==> config.mk <==
export PLATFORM = sky130hd
export DESIGN_NAME = pixel_control_stream_parser_top
export DESIGN_NICKNAME = d
export VERILOG_FILES = /design/src/rtl/core/pcsp_pkg.sv /design/src/rtl/core/pcsp_parser.sv /design/src/rtl/core/pixel_control_stream_parser_top.sv
export SDC_FILE = /design/constraint.sdc
export NUM_CORES = 1
export LEC_CHECK = 0
export BUFFER_PORTS_ARGS = -buffer_cell sky130_fd_sc_hd__buf_2
export CAP_MARGIN = 25
export CORE_ASPECT_RATIO = 1.5
export CORE_MARGIN = 2
export CORE_UTILIZATION = 30
export DETAILED_ROUTE_END_ITERATION = 10
export PLACE_DENSITY = 0.56
export SETUP_SLACK_MARGIN = 0.15
export SLEW_MARGIN = 20
export SYNTH_ARGS = -nofsm -noshare
export SYNTH_HDL_FRONTEND = slang
export SYNTH_SLANG_ARGS = --single-unit
==> constraint.sdc <==
create_clock -name clock -period 4.4 [get_ports clock]
set_input_delay 0.88 -clock clock [delete_from_list [all_inputs] [get_ports clock]]
set_output_delay 0.88 -clock clock [all_outputs]
set_load 0.05 [all_outputs]
==> src/rtl/core/pcsp_pkg.sv <==
// shared types and constants of the pixel control stream parser
package pcsp_pkg;

   localparam int unsigned PIXELS_PER_STRIP = 256;
   localparam int unsigned MAX_BODY_LENGTH  = 3 * PIXELS_PER_STRIP;
   localparam int unsigned MAX_CHANNEL      = 8;
   localparam int unsigned TRACK_MAX        = 15;

   localparam logic CMD_DATA    = 1'b0;
   localparam logic CMD_SESSION = 1'b1;

   typedef enum logic [1:0] {
      ERR_NONE    = 2'd0,
      ERR_OPCODE  = 2'd1,
      ERR_CHANNEL = 2'd2,
      ERR_LENGTH  = 2'd3
   } pcsp_error_type;

   typedef struct packed {
      logic       command;
      logic [7:0] data_byte;
   } pcsp_item_type;

   typedef struct packed {
      logic           pixel_write;
      logic [2:0]     strip_index;
      logic [7:0]     pixel_index;
      logic [7:0]     red;
      logic [7:0]     green;
      logic [7:0]     blue;
      logic           show;
      pcsp_error_type error_code;
   } pcsp_result_type;

endpackage

==> src/rtl/core/pcsp_parser.sv <==
// parser state and the per-word decode of header and body bytes
module pcsp_parser
   import pcsp_pkg::*;
(
   input  logic            clock,
   input  logic            reset,
   input  logic            step,
   input  pcsp_item_type   item,
   output pcsp_result_type result
);

   typedef enum logic [2:0] {
      ST_CHANNEL,
      ST_OPCODE,
      ST_LEN_HIGH,
      ST_LEN_LOW,
      ST_BODY
   } parse_state_type;

   parse_state_type state_ff, state_in;
   logic [7:0]  channel_ff, channel_in;
   logic [7:0]  opcode_ff, opcode_in;
   logic [7:0]  length_high_ff, length_high_in;
   logic [15:0] body_length_ff, body_length_in;
   logic [15:0] body_count_ff, body_count_in;
   logic [1:0]  phase_ff, phase_in;
   logic [7:0]  triple_ff, triple_in;
   logic        discard_ff, discard_in;
   logic [3:0]  highest_ff, highest_in;
   logic        show_pending_ff, show_pending_in;
   logic [7:0]  held_red_ff, held_red_in;
   logic [7:0]  held_green_ff, held_green_in;

   logic [15:0] new_length;
   logic        opcode_bad;
   logic        channel_bad;
   logic        too_long;
   logic [7:0]  channel_fixed;
   logic [3:0]  channel_track;
   logic        body_end;

   assign new_length    = {length_high_ff, item.data_byte};
   assign opcode_bad    = (opcode_ff != 8'd0);
   assign channel_bad   = (channel_ff == 8'd0) || (channel_ff > 8'(MAX_CHANNEL));
   assign too_long      = (new_length > 16'(MAX_BODY_LENGTH));
   assign channel_fixed = (!opcode_bad && channel_bad) ? 8'd1 : channel_ff;
   assign channel_track = (channel_fixed > 8'(TRACK_MAX)) ? 4'(TRACK_MAX)
                                                          : channel_fixed[3:0];
   assign body_end      = ({1'b0, body_count_ff} + 17'd1) >= {1'b0, body_length_ff};

   always_comb begin
      state_in        = state_ff;
      channel_in      = channel_ff;
      opcode_in       = opcode_ff;
      length_high_in  = length_high_ff;
      body_length_in  = body_length_ff;
      body_count_in   = body_count_ff;
      phase_in        = phase_ff;
      triple_in       = triple_ff;
      discard_in      = discard_ff;
      highest_in      = highest_ff;
      show_pending_in = show_pending_ff;
      held_red_in     = held_red_ff;
      held_green_in   = held_green_ff;
      result          = '0;
      result.error_code = ERR_NONE;

      if (item.command == CMD_SESSION) begin
         // show_pending survives a new session
         state_in      = ST_CHANNEL;
         channel_in    = 8'd0;
         opcode_in     = 8'd0;
         length_high_in = 8'd0;
         body_length_in = 16'd0;
         body_count_in = 16'd0;
         phase_in      = 2'd0;
         triple_in     = 8'd0;
         discard_in    = 1'b0;
         highest_in    = 4'd0;
      end else begin
         unique case (state_ff)
            ST_CHANNEL: begin
               channel_in = item.data_byte;
               state_in   = ST_OPCODE;
            end
            ST_OPCODE: begin
               opcode_in = item.data_byte;
               state_in  = ST_LEN_HIGH;
            end
            ST_LEN_HIGH: begin
               length_high_in = item.data_byte;
               state_in       = ST_LEN_LOW;
            end
            ST_LEN_LOW: begin
               body_length_in = new_length;
               body_count_in  = 16'd0;
               phase_in       = 2'd0;
               triple_in      = 8'd0;
               channel_in     = channel_fixed;
               discard_in     = opcode_bad || channel_bad || too_long;
               if (opcode_bad) begin
                  result.error_code = ERR_OPCODE;
               end else if (channel_bad) begin
                  result.error_code = ERR_CHANNEL;
               end else if (too_long) begin
                  result.error_code = ERR_LENGTH;
               end
               // tracking runs for rejected headers too
               if (channel_fixed >= {4'd0, highest_ff}) begin
                  show_pending_in = 1'b1;
                  highest_in      = channel_track;
               end
               state_in = (new_length == 16'd0) ? ST_CHANNEL : ST_BODY;
            end
            ST_BODY: begin
               body_count_in = body_count_ff + 16'd1;
               phase_in      = (phase_ff == 2'd2) ? 2'd0 : phase_ff + 2'd1;
               if (phase_ff == 2'd2) begin
                  triple_in = triple_ff + 8'd1;
               end
               if (!discard_ff) begin
                  case (phase_ff)
                     2'd0:    held_red_in = item.data_byte;
                     2'd1:    held_green_in = item.data_byte;
                     default: begin
                        result.pixel_write = 1'b1;
                        result.strip_index = 3'(channel_ff - 8'd1);
                        result.pixel_index = triple_ff;
                        result.red         = held_red_ff;
                        result.green       = held_green_ff;
                        result.blue        = item.data_byte;
                     end
                  endcase
               end
               if (body_end) begin
                  if (!discard_ff && show_pending_ff) begin
                     result.show     = 1'b1;
                     show_pending_in = 1'b0;
                  end
                  state_in      = ST_CHANNEL;
                  body_count_in = 16'd0;
               end
            end
            default: state_in = ST_CHANNEL;
         endcase
      end
   end

   always_ff @(posedge clock) begin
      if (reset) begin
         state_ff        <= ST_CHANNEL;
         channel_ff      <= 8'd0;
         opcode_ff       <= 8'd0;
         length_high_ff  <= 8'd0;
         body_length_ff  <= 16'd0;
         body_count_ff   <= 16'd0;
         phase_ff        <= 2'd0;
         triple_ff       <= 8'd0;
         discard_ff      <= 1'b0;
         highest_ff      <= 4'd0;
         show_pending_ff <= 1'b0;
         held_red_ff     <= 8'd0;
         held_green_ff   <= 8'd0;
      end else if (step) begin
         state_ff        <= state_in;
         channel_ff      <= channel_in;
         opcode_ff       <= opcode_in;
         length_high_ff  <= length_high_in;
         body_length_ff  <= body_length_in;
         body_count_ff   <= body_count_in;
         phase_ff        <= phase_in;
         triple_ff       <= triple_in;
         discard_ff      <= discard_in;
         highest_ff      <= highest_in;
         show_pending_ff <= show_pending_in;
         held_red_ff     <= held_red_in;
         held_green_ff   <= held_green_in;
      end
   end

endmodule

==> src/rtl/core/pixel_control_stream_parser_top.sv <==
// Pixel control stream parser. Takes one stream word per cycle (a data byte or a
// session start) and gives exactly one result word for each: a pixel write for
// every complete color triple of an accepted message body, a show pulse at the
// end of an accepted body while a refresh is owed, and a header verdict on the
// word that completes a four-byte header. A word sits in an input register, is
// decoded by the combinational parser logic and lands in a result register, so
// throughput is one word per cycle as long as the result side keeps taking words;
// the input register frees up in the same cycle that the result register is
// emptied or loaded.
module pixel_control_stream_parser_top
   import pcsp_pkg::*;
(
   input  logic       clock,
   input  logic       reset,
   input  logic       req_valid,
   output logic       req_ready,
   input  logic       req_command,
   input  logic [7:0] req_data_byte,
   output logic       rsp_valid,
   input  logic       rsp_ready,
   output logic       rsp_pixel_write,
   output logic [2:0] rsp_strip_index,
   output logic [7:0] rsp_pixel_index,
   output logic [7:0] rsp_red,
   output logic [7:0] rsp_green,
   output logic [7:0] rsp_blue,
   output logic       rsp_show,
   output logic [1:0] rsp_error_code
);

   logic            in_valid_ff, in_valid_in;
   pcsp_item_type   in_item_ff;
   logic            out_valid_ff, out_valid_in;
   pcsp_result_type out_result_ff;
   pcsp_result_type result;
   logic            advance;
   logic            req_take;

   // a buffered word moves on when the result register is empty or draining
   assign advance   = in_valid_ff && (!out_valid_ff || rsp_ready);
   assign req_ready = !in_valid_ff || advance;
   assign req_take  = req_valid && req_ready;

   pcsp_parser u_parser (
      .clock  (clock),
      .reset  (reset),
      .step   (advance),
      .item   (in_item_ff),
      .result (result)
   );

   always_comb begin
      in_valid_in  = req_take ? 1'b1 : (advance ? 1'b0 : in_valid_ff);
      out_valid_in = advance ? 1'b1 : (rsp_ready ? 1'b0 : out_valid_ff);
   end

   always_ff @(posedge clock) begin
      if (reset) begin
         in_valid_ff  <= 1'b0;
         out_valid_ff <= 1'b0;
      end else begin
         in_valid_ff  <= in_valid_in;
         out_valid_ff <= out_valid_in;
      end
   end

   always_ff @(posedge clock) begin
      if (req_take) begin
         in_item_ff.command   <= req_command;
         in_item_ff.data_byte <= req_data_byte;
      end
      if (advance) begin
         out_result_ff <= result;
      end
   end

   assign rsp_valid       = out_valid_ff;
   assign rsp_pixel_write = out_result_ff.pixel_write;
   assign rsp_strip_index = out_result_ff.strip_index;
   assign rsp_pixel_index = out_result_ff.pixel_index;
   assign rsp_red         = out_result_ff.red;
   assign rsp_green       = out_result_ff.green;
   assign rsp_blue        = out_result_ff.blue;
   assign rsp_show        = out_result_ff.show;
   assign rsp_error_code  = out_result_ff.error_code;

   // a verdict only comes with a header word, never with body output
   a_verdict_alone: assert property (@(posedge clock) disable iff (reset)
      rsp_valid && (rsp_error_code != ERR_NONE) |-> !rsp_pixel_write && !rsp_show)
      else $error("header verdict together with body output");

   // a session start always yields an empty result word
   a_session_empty: assert property (@(posedge clock) disable iff (reset)
      advance && (in_item_ff.command == CMD_SESSION) |=>
         rsp_valid && !rsp_pixel_write && !rsp_show && (rsp_error_code == ERR_NONE))
      else $error("session start gave a non-empty result");

   // each decoded word lands in the result register on the next edge
   a_advance_loads: assert property (@(posedge clock) disable iff (reset)
      advance |=> rsp_valid)
      else $error("decoded word lost");

   a_reset_empty: assert property (@(posedge clock)
      !reset && $past(reset) |-> !rsp_valid && req_ready)
      else $error("pipeline not empty after reset");

endmodule

# == Word-level counts from Yosys, hierarchy flattened ==
# Cells that the tools add are included.
# totals
out_inout_bits,41
romBits,0
ramBits,0
wordCells,137
ff_bits,141
n_memories,0
latchBits,0
# op_classes
n_shift,0
n_bitwise,5
addsub,5
reduce_logical,44
multipliers,0
eq_ne,11
magnitude_cmp,5
muxes,41
div,0
# op_table
op,count
16-bit two-way mux,4
8-bit two-way mux,8
36-bit two-way mux,1
16-bit case mux with 2 select lines,1
8-bit case mux with 2 select lines,2
16-bit by 1-bit adder with 17-bit output (second input constant),1
17-bit by 16-bit greater-or-equal comparator with 1-bit output,1
16-bit by 1-bit adder with 16-bit output (second input constant),1
16-bit by 10-bit greater-than comparator with 1-bit output (second input constant),1
8-bit by 4-bit greater-than comparator with 1-bit output (second input constant),2
16-bit logical NOT,1
4-bit two-way mux,4
3-bit case mux with 5 select lines,1
2-bit nonzero test,7
2-bit AND reduction,6
1-bit two-way mux,11
5-bit AND reduction,2
3-bit two-way mux,3
3-bit OR reduction,3
8-bit by 1-bit adder with 8-bit output (second input constant),1
8-bit by 4-bit greater-or-equal comparator with 1-bit output,1
8-bit logical NOT,1
2-bit two-way mux,4
8-bit nonzero test,1
other kinds (22),43

# == Depth between registers and ports, before layout ==
# Gate-level depths: netlist of the first run.
# logic_depth
ltp_word,9
ltp_mapped,13
mapped_depth_nobuf,13

# == Cells and area by module ==
# Synthesis of the first run repeated with hierarchy kept, for this count alone.
# unflattened
hier_cells,612
area_unflattened_um2,6392.4
# by_module_without_submodules
mod,seq_area_each_um2,n_inst,area_per_inst_um2,cells_each
pcsp_parser,1821.7,1,4847.1,554
pixel_control_stream_parser_top,1481.4,1,1545.2,58

# == Worst setup path before layout of the first run ==
# Ideal clock, no wire load.
# synth_timing
path_type,input -> register
startpoint,in rsp_ready
endpoint,reg u_parser.channel_ff[5]
n_path_buf,1
cell_stages,6
arrival_time_ps,3063
path_slack_ps,1250
cell_sequence,nand2b_1 -> nand2_1 -> clkinv_1 -> clkbuf_1 -> a41oi_1 -> a211oi_1
# synth_between
elab_chain_cells,3
# synth_rtl
element,line_no,text
start: declaration,pixel_control_stream_parser_top.sv:20,"input logic rsp_ready,"
1-bit logical OR,pixel_control_stream_parser_top.sv:40,assign advance = in_valid_ff && (!out_valid_ff || rsp_ready);
1-bit logical AND,pixel_control_stream_parser_top.sv:40,
net advance,pixel_control_stream_parser_top.sv:36,logic advance;
2-bit AND reduction (no line),n/a,
end signal: assignment,pcsp_parser.sv:166,channel_ff <= channel_in;
end: declaration,pcsp_parser.sv:21,"logic [7:0] channel_ff, channel_in;"
# The timed path passes the listed nets, and every way through them passes these cells.
# A chain may end at the register's enable or synchronous reset.

# == Final worst setup path of the first run ==
# layout_timing
startpoint,reg u_parser.body_count_ff[0]
endpoint,reg u_parser.body_count_ff[6]
# layout_between
elab_chain_cells,5
elab_cells_between_ends,6
# layout_rtl
element,line_no,text
start: declaration,pcsp_parser.sv:25,"logic [15:0] body_count_ff, body_count_in;"
start signal: assignment,pcsp_parser.sv:170,body_count_ff <= body_count_in;
16-bit by 1-bit adder with 17-bit output,pcsp_parser.sv:49,"assign body_end = ({1'b0, body_count_ff} + 17'd1) >= {1'b0, body_length_ff};"
17-bit by 16-bit greater-or-equal comparator with 1-bit output,pcsp_parser.sv:49,
16-bit two-way mux (*),pcsp_parser.sv:135,if (body_end) begin
16-bit case mux with 2 select lines (*),pcsp_parser.sv:81,unique case (state_ff)
16-bit two-way mux (*),pcsp_parser.sv:68,if (item.command == CMD_SESSION) begin
# Every way passes the cells marked *; elsewhere a longest branch is shown, timed or not.

==> results of run 1 <==
==> path summary, 6_finish.rpt <==
| kind | to | start | depth (start not counted) |
|---|---|---|---|
| hold / removal | u_parser.discard_ff | u_parser.discard_ff | 2 |
| setup / recovery | u_parser.body_count_ff[6] | u_parser.body_count_ff[0] | 13 |
| hold reg to reg | u_parser.discard_ff | u_parser.discard_ff | 2 |
| setup reg to reg | u_parser.body_count_ff[6] | u_parser.body_count_ff[0] | 13 |
==> final cells by class <==
type | count | area, um^2
clock buffers | 17 | 425
clock inverters | 15 | 126
fillers | 2117 | 13500
inverters | 30 | 113
multi-input cells | 443 | 2880
flip-flops and latches | 141 | 3300
well taps | 268 | 335
repair buffers | 63 | 340
==> routing by layer <==
layer	global-route usage	part of all wire	vias up
li1	-	-	2434
met4	0.0655	0.027	0
met1	0.157	0.42	2312
met2	0.249	0.52	102
met3	0.0319	0.035	26
met5	0	0	-
==> power by group <==
| group | leakage, nW | switching [W] | total, W | internal (W) |
|---|---|---|---|---|
| sequential | 1.21 | 0.0000290 | 0.00140 | 0.00137 |
| combinational | 1.53 | 0.000137 | 0.000186 | 0.0000485 |
| clock | 0.258 | 0.000620 | 0.00136 | 0.000739 |
| total | 3.00 | 0.000787 | 0.00295 | 0.00216 |
==> kinds of logic (layout without fill, tap and decap cells) <==
logic type	after synthesis	count (layout)
AOI/OAI and AO/OA	108	108
xor gates and xnor gates	23	23
adders and majority gates	23	23
buffers and inverters	68	125
DFF	141	141
muxes	35	35
and+or+nand+nor	254	254
==> cells in the final DEF, fill, tap and decap left out, types with 4 or more instances in the layout <==
cell type    n
a22oi_1     16
ha_1        23
o21ai_0     10
nand2b_1     6
nand2_1     42
clkinvlp_4   5
and3_1      36
mux2i_1     33
dfxtp_1     93
a211oi_1     6
edfxtp_1    48
a31oi_1      9
xor2_1       9
nor3_1       7
buf_2       53
o211ai_1     4
buf_4       10
clkbuf_16   17
inv_1       29
nor2b_1     15
nand4_1     22
nor4_1       8
nor2_1      89
nand3_1     13
a21oi_1     32
inv_6        7
xnor2_1     14
nor3b_1      6
==> critical path, cell delays in order (launching register included) <==
cell,delay (ps)
dfxtp_1,430
ha_1,270
nand4_1,160
nor2_1,410
nand3_1,150
xnor2_1,240
ha_1,290
a211o_1,260
o211ai_1,80
a21oi_1,100
a211oi_2,540
buf_4,310
nand4_1,110
a31oi_1,160
==> stage by stage <==
step,power [W],std cells,utilization
final,0.00295,977,0.357
after floorplan,0.00156,652,-
after detailed placement,0.00162,945,0.331
after global placement,0.00161,945,0.331
after global routing,0.00305,977,0.357
after CTS,0.00298,977,0.357
==> qor.csv, run 1 <==
stage,metric,value,unit
synth,synth.top_cells.by_area,"dfxtp_1 (29%), edfxtp_1 (22%), nor2_1 (5.2%)",
clocking,clk_pin_slew,70,ps
cells_and_area,reg.largest.list,"u_parser.body_count_ff: 16 flops, u_parser.body_length_ff: 16 flops, in_item_ff: 9 flops",
outcome,outcome,finished clean,
routing,drc,0,
sta,period_minus_slack,3590,ps
sta,setup_tns,0,ps
routing,first_pass_iters,4,
synth,synthTopCellsByCount,"dfxtp_1 (93), nor2_1 (89), edfxtp_1 (48)",
synth,synth.net_count,688,
routing,drt-total-wl,15200,um
grt,grt_start_max_net_pins,66,
sta,fmax,279,MHz
synth,synth_top_cell_area_share,0.289,
grt,grt_pass1_vias,4706,
sta,setup_viol,0,
placement,gp_congestion,0.754,
run,cap_violations,0,
placement,dp_slack,846,ps
power,power_density,392,mW/mm^2
worst_hold_path,worstHoldPathType,reg -> reg,
synth,synth-edff-count,48,
routing,post_drt_wl_per_cell,15.6,um
routing,ant_nets,0,
sta,timing.slew.headroom,0.379,
synth,synth.distinct_cells,56,
sta,rsz0062_at_grt,false,
sta,fin_hold_ws,457,ps
synth,yosysTopAreaCell,dfxtp_1,
clocking,cts-buffers-inserted,17,
routing,vias,4874,
sta,hold_viol,0,
power,leakage,3.00,nW
synth,synth_seq_cells,141,
synth,seq_area_frac_synth,0.513,
floorplan,die_x,124,um
worst_setup_path,startpoint_type,flop,
clocking,max-clock-path-buffers,2,
floorplan,die_y,183,um
synth,avgSynthCellArea,9.88,um^2
cells_and_area,drive_gt1_frac,0.150,
grt,grt_pass1_wl,24500,um
routing,first_iter_violations,281,
sta,finalCritPeriodShare,0.815,
synth,synthCells,652,
synth,synth_top_family_by_area,simple AND/OR/NAND/NOR gates,
synth,synth-adder-area-share,0.0447,
synth,syn_area,0.00644,mm^2
clocking,htree_levels,4,
clocking,cts_tree,yes,
cells_and_area,nets,732,
clocking,cts-root-buf,clkbuf_16,
cells_and_area,area_growth,16.7,%
synth,synth-simple-area-share,0.200,
synth,synthXorXnorAreaFrac,0.0313,
clocking,ctsHoldBuffers,0,
cells_and_area,fin_area,0.00752,mm^2
routing,routed_via_density,4.99,
worst_setup_path,endpoint_kind,flop,
synth,yosysWarningCount,0,
grt,grt-ovfl-total,0,
placement,portBuffers,53,
grt,antenna_found_initial,0,
worst_setup_path,arrival,3930,ps
synth,yosysMostFrequentCell,dfxtp_1,
worst_setup_path,reg2reg_slack,810,ps
sta,tightest_slew,932,ps
floorplan,io_pins,54,
synth,ys.flop_type,dfxtp_1,
floorplan,core_area,0.0211,mm^2
placement,hpwl,10300,um
power,ir_worst_vdd,0.212,mV
clocking,insertion_delay,430,ps
placement,place_area,0.00697,mm^2
cells_and_area,antenna_cells,0,
clocking,cts_sinks,141,
worst_setup_path,crit_fanout,13,
grt,track_usage,0.141,
synth,synth-compound-area-share,0.115,
clocking,postCtsSetupBuffers,0,
sta,worst_slack,812,ps
sta,clock_skew,10.1,ps
synth,synthArstFlopShare,0,
floorplan,row_count,65,
sta,slew_violations,0,
synth,synthMuxAreaShare,0.0548,
clocking,cts_resized,0,
floorplan,dieArea,0.0227,mm^2
worst_setup_path,crit_type,reg -> reg,
worst_setup_path,cp_data_required_time,4750,ps
floorplan,start_util,0.306,
Power figures use the tool's default switching activity.
==> run 2: changes to the inputs <==
--- a/config.mk
+++ b/config.mk
@@ -5,6 +5,7 @@
 export SDC_FILE = /design/constraint.sdc
 export NUM_CORES = 1
 export LEC_CHECK = 0
+export ABC_AREA = 1
 export BUFFER_PORTS_ARGS = -buffer_cell sky130_fd_sc_hd__buf_2
 export CAP_MARGIN = 25
 export CORE_ASPECT_RATIO = 1.5
==> constraint.sdc (replaced) <==
create_clock -name clock -period 3.4 [get_ports clock]
set_input_delay 0.68 -clock clock [delete_from_list [all_inputs] [get_ports clock]]
set_output_delay 0.68 -clock clock [all_outputs]
set_load 0.05 [all_outputs]
==> run 2 against run 1 <==
Net effect:
- synthesized area increased by 1.2%
- register-to-register slack got worse by 330 ps
- routed wire length increased by 3.9%
- flip-flop and latch count unchanged
- worst hold slack got worse by 22 ps
- combinational power increased by 73%
- die area increased by 1.1%
- clock power increased by 32%
- core utilization decreased by 0.096 points
- largest power group unchanged
==> qor.csv, run 2 <==
stage,metric,value,unit,change
outcome,outcome,finished clean,,
placement,gp_congestion,0.867,,+15%
placement,placedCellCount,1112,,+18%
placement,place_area,0.00705,mm^2,+1.1%
synth,synthCells,805,,+23%
synth,synth-edff-count,48,,unchanged
synth,ys.flop_type,dfxtp_1,,
worst_setup_path,crit_fanout,8,,-5
worst_setup_path,startpoint_type,flop,,
worst_setup_path,crit_path_top_delay_cell,dfxtp_1,,
grt,track_usage,0.139,,-0.00140
sta,timing.slew.headroom,0.501,,+0.122
worst_setup_path,slowest_delay,400,ps,-140 ps
worst_setup_path,path_depth,16,,+3
sta,hold_viol,0,,unchanged
power,ir_worst_vdd,0.344,mV,+63%
power,leakage,3.01,nW,about the same
power,power_density,514,mW/mm^2,+31%
clocking,cts-buffers-inserted,17,,unchanged
cells_and_area,reg.largest.list,"u_parser.body_count_ff: 16 flops, u_parser.body_length_ff: 16 flops, in_item_ff: 9 flops",,
clocking,htree_levels,4,,unchanged
synth,synth.top_cells.by_area,"dfxtp_1 (29%), edfxtp_1 (22%), nand2_1 (9.2%)",,
routing,routed_via_density,4.56,,-8.6%
synth,yosysMostFrequentCell,nand2_1,,
worst_setup_path,crit_type,reg -> reg,,
sta,fmax,342,MHz,+23%
worst_setup_path,path_buf_inv,2,,+1
floorplan,dieArea,0.0229,mm^2,+1.1%
sta,period_minus_slack,2920,ps,-666 ps
worst_setup_path,cp_data_required_time,3750,ps,-1000 ps
synth,synth_seq_cells,141,,unchanged
synth,syn_area,0.00652,mm^2,+1.2%
clocking,clk_pin_slew,70,ps,about the same
routing,first_pass_iters,4,,unchanged
sta,clock_skew,11.7,ps,+1.60 ps
synth,seq_area_frac_synth,0.507,,-0.00590
run,cap_violations,0,,unchanged
worst_setup_path,reg2reg_depth,16,,+3
floorplan,die_y,185,um,+0.57%
worst_setup_path,crit_top_cell,nand2_1,,
sta,setup_tns,0,ps,unchanged
cells_and_area,layout_commonest_cell,nand2_1,,
grt,grt_pass1_wl,25200,um,+2.9%
routing,first_iter_violations,356,,+27%
routing,vias,5226,,+7.2%
sta,setup_viol,0,,unchanged
sta,slew_violations,0,,unchanged
sta,finalCritPeriodShare,0.859,,+0.0440
synth,synth.net_count,841,,+22%
routing,ant_nets,0,,unchanged
clocking,cts_tree,yes,,
grt,antenna_found_initial,0,,unchanged
worst_hold_path,hold_depth,1,,-1
cells_and_area,utilization,0.356,,-0.000961
clocking,insertion_delay,430,ps,about the same
grt,grt-ovfl-total,0,,unchanged
cells_and_area,instances_no_fill,1146,,+17%
synth,avgSynthCellArea,8.10,um^2,-18%
routing,drt-total-wl,15800,um,+3.9%
floorplan,core_area,0.0216,mm^2,+2.3%
floorplan,start_util,0.302,,-0.00346
synth,synth.distinct_cells,44,,-21%
routing,drc,0,,unchanged
sta,tightest_slew,746,ps,-186 ps
floorplan,row_count,66,,+1.5%
floorplan,die_x,124,um,+0.56%
grt,grt_pass1_vias,5001,,+6.3%
placement,portBuffers,53,,unchanged
synth,synth_top_cell_area_share,0.286,,-0.00333
clocking,cts-root-buf,clkbuf_16,,
synth,synthArstFlopShare,0,,unchanged
synth,synthTopCellsByCount,"nand2_1 (159), nor2_1 (123), inv_1 (107)",,
clocking,ctsHoldBuffers,0,,unchanged
sta,rsz0062_at_grt,false,,
worst_setup_path,crit_path_cell_trace,nand3_1 > nor2_1 > nand3_1 > nor3b_1 > nand2_1 > nand2_1 > inv_1 > ha_1 > nand2_1 > nor2_1 > a31oi_1 > o21a_1 > nand3_4 > inv_8 > nand2_1 > a21oi_1,,
clocking,max-clock-path-buffers,2,,unchanged
worst_setup_path,endpoint_kind,flop,,
worst_hold_path,worstHoldPathType,in -> reg,,
worst_setup_path,arrival,3270,ps,-660 ps
cells_and_area,layout_common_cells,"nand2_1 (158), nor2_1 (123), inv_1 (107)",,
cells_and_area,area_growth,17.7,%,
worst_setup_path,crit_family,simple AND/OR/NAND/NOR gates,,
synth,yosysWarningCount,0,,unchanged
clocking,cts_sinks,141,,unchanged
cells_and_area,nets,897,,+23%
cells_and_area,fin_area,0.00767,mm^2,+2.0%
synth,yosysTopAreaCell,dfxtp_1,,
cells_and_area,drive_gt1_frac,0.146,,-0.00305
routing,post_drt_wl_per_cell,13.8,um,-11%
cells_and_area,antenna_cells,0,,unchanged
placement,hpwl,11400,um,+11%
floorplan,io_pins,54,,unchanged
grt,grt_start_max_net_pins,52,,-21%
==> run 2: changes by cell type after synthesis, sizes merged, moves of 13 or more <==
cell	before	now
nand2	42	162
inv	29	119
a21oi	33	77
nor2	89	129
and3	36	1
mux2i	33	0
o21ai	14	43
clkbuf	31	12
nand4	22	5
a22oi	16	0
nor2b	15	0
nand3	13	26
==> run 2: layer usage <==
layer	track usage	share of wire	up-vias
met5	0	0	-
met4	0.0692	0.031	0
met3	0.0215	0.018	29
met2	0.256	0.53	61
met1	0.156	0.42	2424
li1	-	-	2712
==> run 2: where the power goes <==
| group | switching (W) | total [W] | internal (W) | leakage, nW |
|---|---|---|---|---|
| Sequential | 0.0000333 | 0.00182 | 0.00179 | 1.22 |
| Combinational | 0.000241 | 0.000321 | 0.0000800 | 1.52 |
| Clock | 0.000829 | 0.00180 | 0.000970 | 0.272 |
| Total | 0.00110 | 0.00394 | 0.00284 | 3.01 |
==> run 2: final timing paths <==
kind / endpoint / startpoint / slack (ps)
setup / recovery: u_parser.body_count_ff[7] / u_parser.body_count_ff[2] / 480
hold / removal: in_item_ff[8] / req_command / 440
setup reg to reg: u_parser.body_count_ff[7] / u_parser.body_count_ff[2] / 480
hold reg to reg: u_parser.held_green_ff[5] / u_parser.held_green_ff[5] / 450
==> run 2: metrics by stage <==
stage          worst slack, ps  hold slack, ps  total power [W]
2_1_floorplan              765             430          0.00209
3_3_place_gp               472             439          0.00218
3_5_place_dp               383             442          0.00218
4_1_cts                    342             419          0.00399
5_1_grt                    149             421          0.00409
6_report                   478             435          0.00394
==> run 2: cell type report <==
type / instances / area, um^2
clock buffers: 17 / 425
clock inverters: 15 / 150
fillers: 2238 / 13900
inverters: 120 / 458
multi-input cells: 521 / 2680
flip-flops and latches: 141 / 3300
well taps: 272 / 340
repair buffers: 59 / 310
repair inverters: 1 / 8.76
==> run 2: logic make-up after synthesis <==
| family | after synthesis | synth area share |
|---|---|---|
| flip-flops | 141 | 0.507 |
| buffers and inverters | 143 | 0.0868 |
| adder cells (fa/ha/maj) | 23 | 0.0441 |
| AND/OR/NAND/NOR | 346 | 0.227 |
| XOR/XNOR | 11 | 0.0148 |
| AO/OA/AOI/OAI | 141 | 0.121 |
==> run 2: what timing repair did <==
item / in CTS / in global routing
setup endpoints to repair: 0 / 17
hold endpoints to repair: 0 / 0
resized for setup: 0 / 13
setup buffers: 0 / 1
==> run 3: changes to the inputs <==
--- a/config.mk
+++ b/config.mk
@@ -5,7 +5,6 @@
 export SDC_FILE = /design/constraint.sdc
 export NUM_CORES = 1
 export LEC_CHECK = 0
-export ABC_AREA = 1
 export BUFFER_PORTS_ARGS = -buffer_cell sky130_fd_sc_hd__buf_2
 export CAP_MARGIN = 25
 export CORE_ASPECT_RATIO = 1.5
@@ -18,3 +17,4 @@
 export SYNTH_ARGS = -nofsm -noshare
 export SYNTH_HDL_FRONTEND = slang
 export SYNTH_SLANG_ARGS = --single-unit
+export TNS_END_PERCENT = 30
==> run 3 against run 2 <==
Net effect:
- clock-buffer cell count grew 9
- clock skew shrank 2.1 ps
- clock power rose by 12%
- sequential power hardly changed
==> qor.csv, run 3 (synthesis results as in run 1) <==
stage,metric,value,unit,change
cells_and_area,nets,745,,-17%
routing,post_drt_wl_per_cell,15.1,um,+9.7%
worst_setup_path,startpoint_type,flop,,
power,power_density,524,mW/mm^2,+2.0%
sta,rsz0062_at_grt,false,,
routing,ant_nets,0,,unchanged
worst_setup_path,crit_fanout,8,,unchanged
worst_setup_path,r2r-start,u_parser.channel_ff[0],,
run,cap_violations,0,,unchanged
sta,tightest_slew,619,ps,-126 ps
floorplan,row_count,65,,-1.5%
floorplan,die_y,183,um,-0.56%
cells_and_area,layout_common_cells,"dfxtp_1 (92), nor2_1 (89), buf_2 (53)",,
cells_and_area,fin_area,0.00777,mm^2,+1.3%
worst_setup_path,cp_data_required_time,3710,ps,-40 ps
sta,timing.slew.headroom,0.587,,+0.0860
worst_setup_path,reg2reg_slack,370,ps,-110 ps
routing,drc,0,,unchanged
grt,grt_start_max_net_pins,58,,+12%
floorplan,die_x,124,um,-0.56%
power,leakage,3.15,nW,+4.7%
worst_setup_path,crit_path_cell_trace,inv_1 > ha_1 > nor2b_1 > xnor2_2 > a21oi_4 > nor2_1 > ha_1 > nand2b_1 > a21o_1 > a311oi_1 > o31a_1 > a21o_1 > mux2_2,,
routing,routed_via_density,4.90,,+7.5%
sta,worst_slack,370,ps,-108 ps
floorplan,dieArea,0.0227,mm^2,-1.1%
worst_setup_path,worst_r2r_endpoint,u_parser.highest_ff[1],,
floorplan,io_pins,54,,unchanged
clocking,cts-buffers-inserted,17,,unchanged
sta,finalCritPeriodShare,0.891,,+0.0318
power,power,0.00407,W,+3.3%
power,ir_worst_vdd,0.317,mV,-7.8%
routing,first_iter_violations,303,,-15%
cells_and_area,drive_gt1_frac,0.170,,+0.0239
sta,slew_violations,0,,unchanged
grt,antenna_found_initial,0,,unchanged
floorplan,start_util,0.306,,+0.00346
grt,track_usage,0.138,,-0.00156
worst_hold_path,hold_depth,1,,unchanged
worst_setup_path,arrival,3340,ps,+70 ps
grt,grt_pass1_vias,4693,,-6.2%
cells_and_area,antenna_cells,0,,unchanged
sta,clock_skew,9.55,ps,-2.14 ps
worst_hold_path,min-delay-start,req_data_byte[0],,
worst_hold_path,worstHoldPathType,in -> reg,,
worst_setup_path,endpoint_kind,flop,,
floorplan,core_area,0.0211,mm^2,-2.3%
clocking,clk_pin_slew,60,ps,about the same
worst_setup_path,crit_path_top_delay_cell,dfxtp_1,,
cells_and_area,layout_commonest_cell,dfxtp_1,,
outcome,outcome,finished clean,,
routing,drt-total-wl,15000,um,-5.2%
routing,vias,4855,,-7.1%
sta,hold_viol,0,,unchanged
clocking,cts-root-buf,clkbuf_16,,
sta,setup_tns,0,ps,unchanged
sta,period_minus_slack,3030,ps,+108 ps
grt,grt_pass1_wl,24100,um,-4.5%
worst_setup_path,slowest_delay,370,ps,-30 ps
routing,first_pass_iters,5,,+1
placement,portBuffers,53,,unchanged
clocking,cts_sinks,141,,unchanged
clocking,htree_levels,4,,unchanged
clocking,cts_tree,yes,,
sta,setup_viol,0,,unchanged
grt,grt-ovfl-total,0,,unchanged
clocking,max-clock-path-buffers,2,,unchanged
cells_and_area,reg.largest.list,"u_parser.body_count_ff: 16 flops, u_parser.body_length_ff: 16 flops, in_item_ff: 9 flops",,
cells_and_area,final.fill_count,2083,,-6.9%
sta,fmax,330,MHz,-3.6%
cells_and_area,area_growth,20.6,%,
worst_setup_path,reg2reg_depth,13,,-3
placement,place_area,0.00705,mm^2,+0.11%
placement,dp_slack,305,ps,-78.1 ps
sta,fin_hold_ws,435,ps,-0.352 ps
placement,gp_congestion,0.764,,-12%
worst_setup_path,crit_type,reg -> reg,,
worst_hold_path,hold_end,in_item_ff[0],,
placement,hpwl,10300,um,-9.8%
clocking,insertion_delay,430,ps,about the same
==> run 3: layout make-up <==
type | instances | area, um^2 | share of cell area
Timing Repair Buffer | 76 | 450 | 0.0580
Multi-Input combinational cell | 443 | 2910 | 0.375
Tap cell | 268 | 335 | 0.0431
Clock buffer | 26 | 563 | 0.0725
Sequential cell | 141 | 3300 | 0.425
Inverter | 30 | 113 | 0.0145
Clock inverter | 6 | 91.3 | 0.0118
==> run 3: what timing repair did <==
action,CTS,global route
resized for setup,0,8
endpoints found under the setup margin,0,21
buffers inserted,0,3
endpoints found under the hold margin,0,0
hold buffers,0,0
==> run 3: critical path, delay by kind of cell, from the launching register on <==
| kind | cells | cell delay, ps |
|---|---|---|
| buffers and inverters | 1 | 80 |
| XOR/XNOR | 1 | 170 |
| adder cells (fa/ha/maj) | 2 | 450 |
| AO/OA/AOI/OAI | 5 | 1130 |
| AND/OR/NAND/NOR | 3 | 370 |
| flip-flops | 1 | 370 |
| multiplexers | 1 | 350 |
==> run 3: worst max path at each step <==
| stage | from | end | slack (ps) | cells past startpoint |
|---|---|---|---|---|
| after floorplan | rsp_ready | u_parser.channel_ff[5] | 450 | 6 |
| after global routing | u_parser.channel_ff[0] | u_parser.highest_ff[1] | 160 | 13 |
| after global placement | u_parser.channel_ff[0] | u_parser.highest_ff[1] | 350 | 13 |
| after CTS | u_parser.channel_ff[0] | u_parser.highest_ff[1] | 290 | 13 |
| after detailed placement | u_parser.channel_ff[0] | u_parser.highest_ff[1] | 300 | 13 |
| final | u_parser.channel_ff[0] | u_parser.highest_ff[1] | 370 | 13 |
==> run 3: per-layer routing <==
layer	global-route usage	vias up	share of wire
met2	0.245	84	0.53
met1	0.157	2309	0.42
met3	0.0310	12	0.033
met5	0	-	0
met4	0.0527	0	0.015
li1	-	2450	-
==> run 3: stage by stage <==
step,std cells,utilization
finish,990,0.369
global route,990,0.369
CTS,987,0.366
detailed placement,955,0.335
global placement,955,0.335
floorplan,652,-
==> run 3: power by group <==
part	switching [W]	internal (W)	leakage [nW]	total, W
Combinational	0.000189	0.0000745	1.62	0.000264
Clock	0.000712	0.00129	0.319	0.00201
Sequential	0.0000265	0.00178	1.21	0.00180
Total	0.000928	0.00314	3.15	0.00407
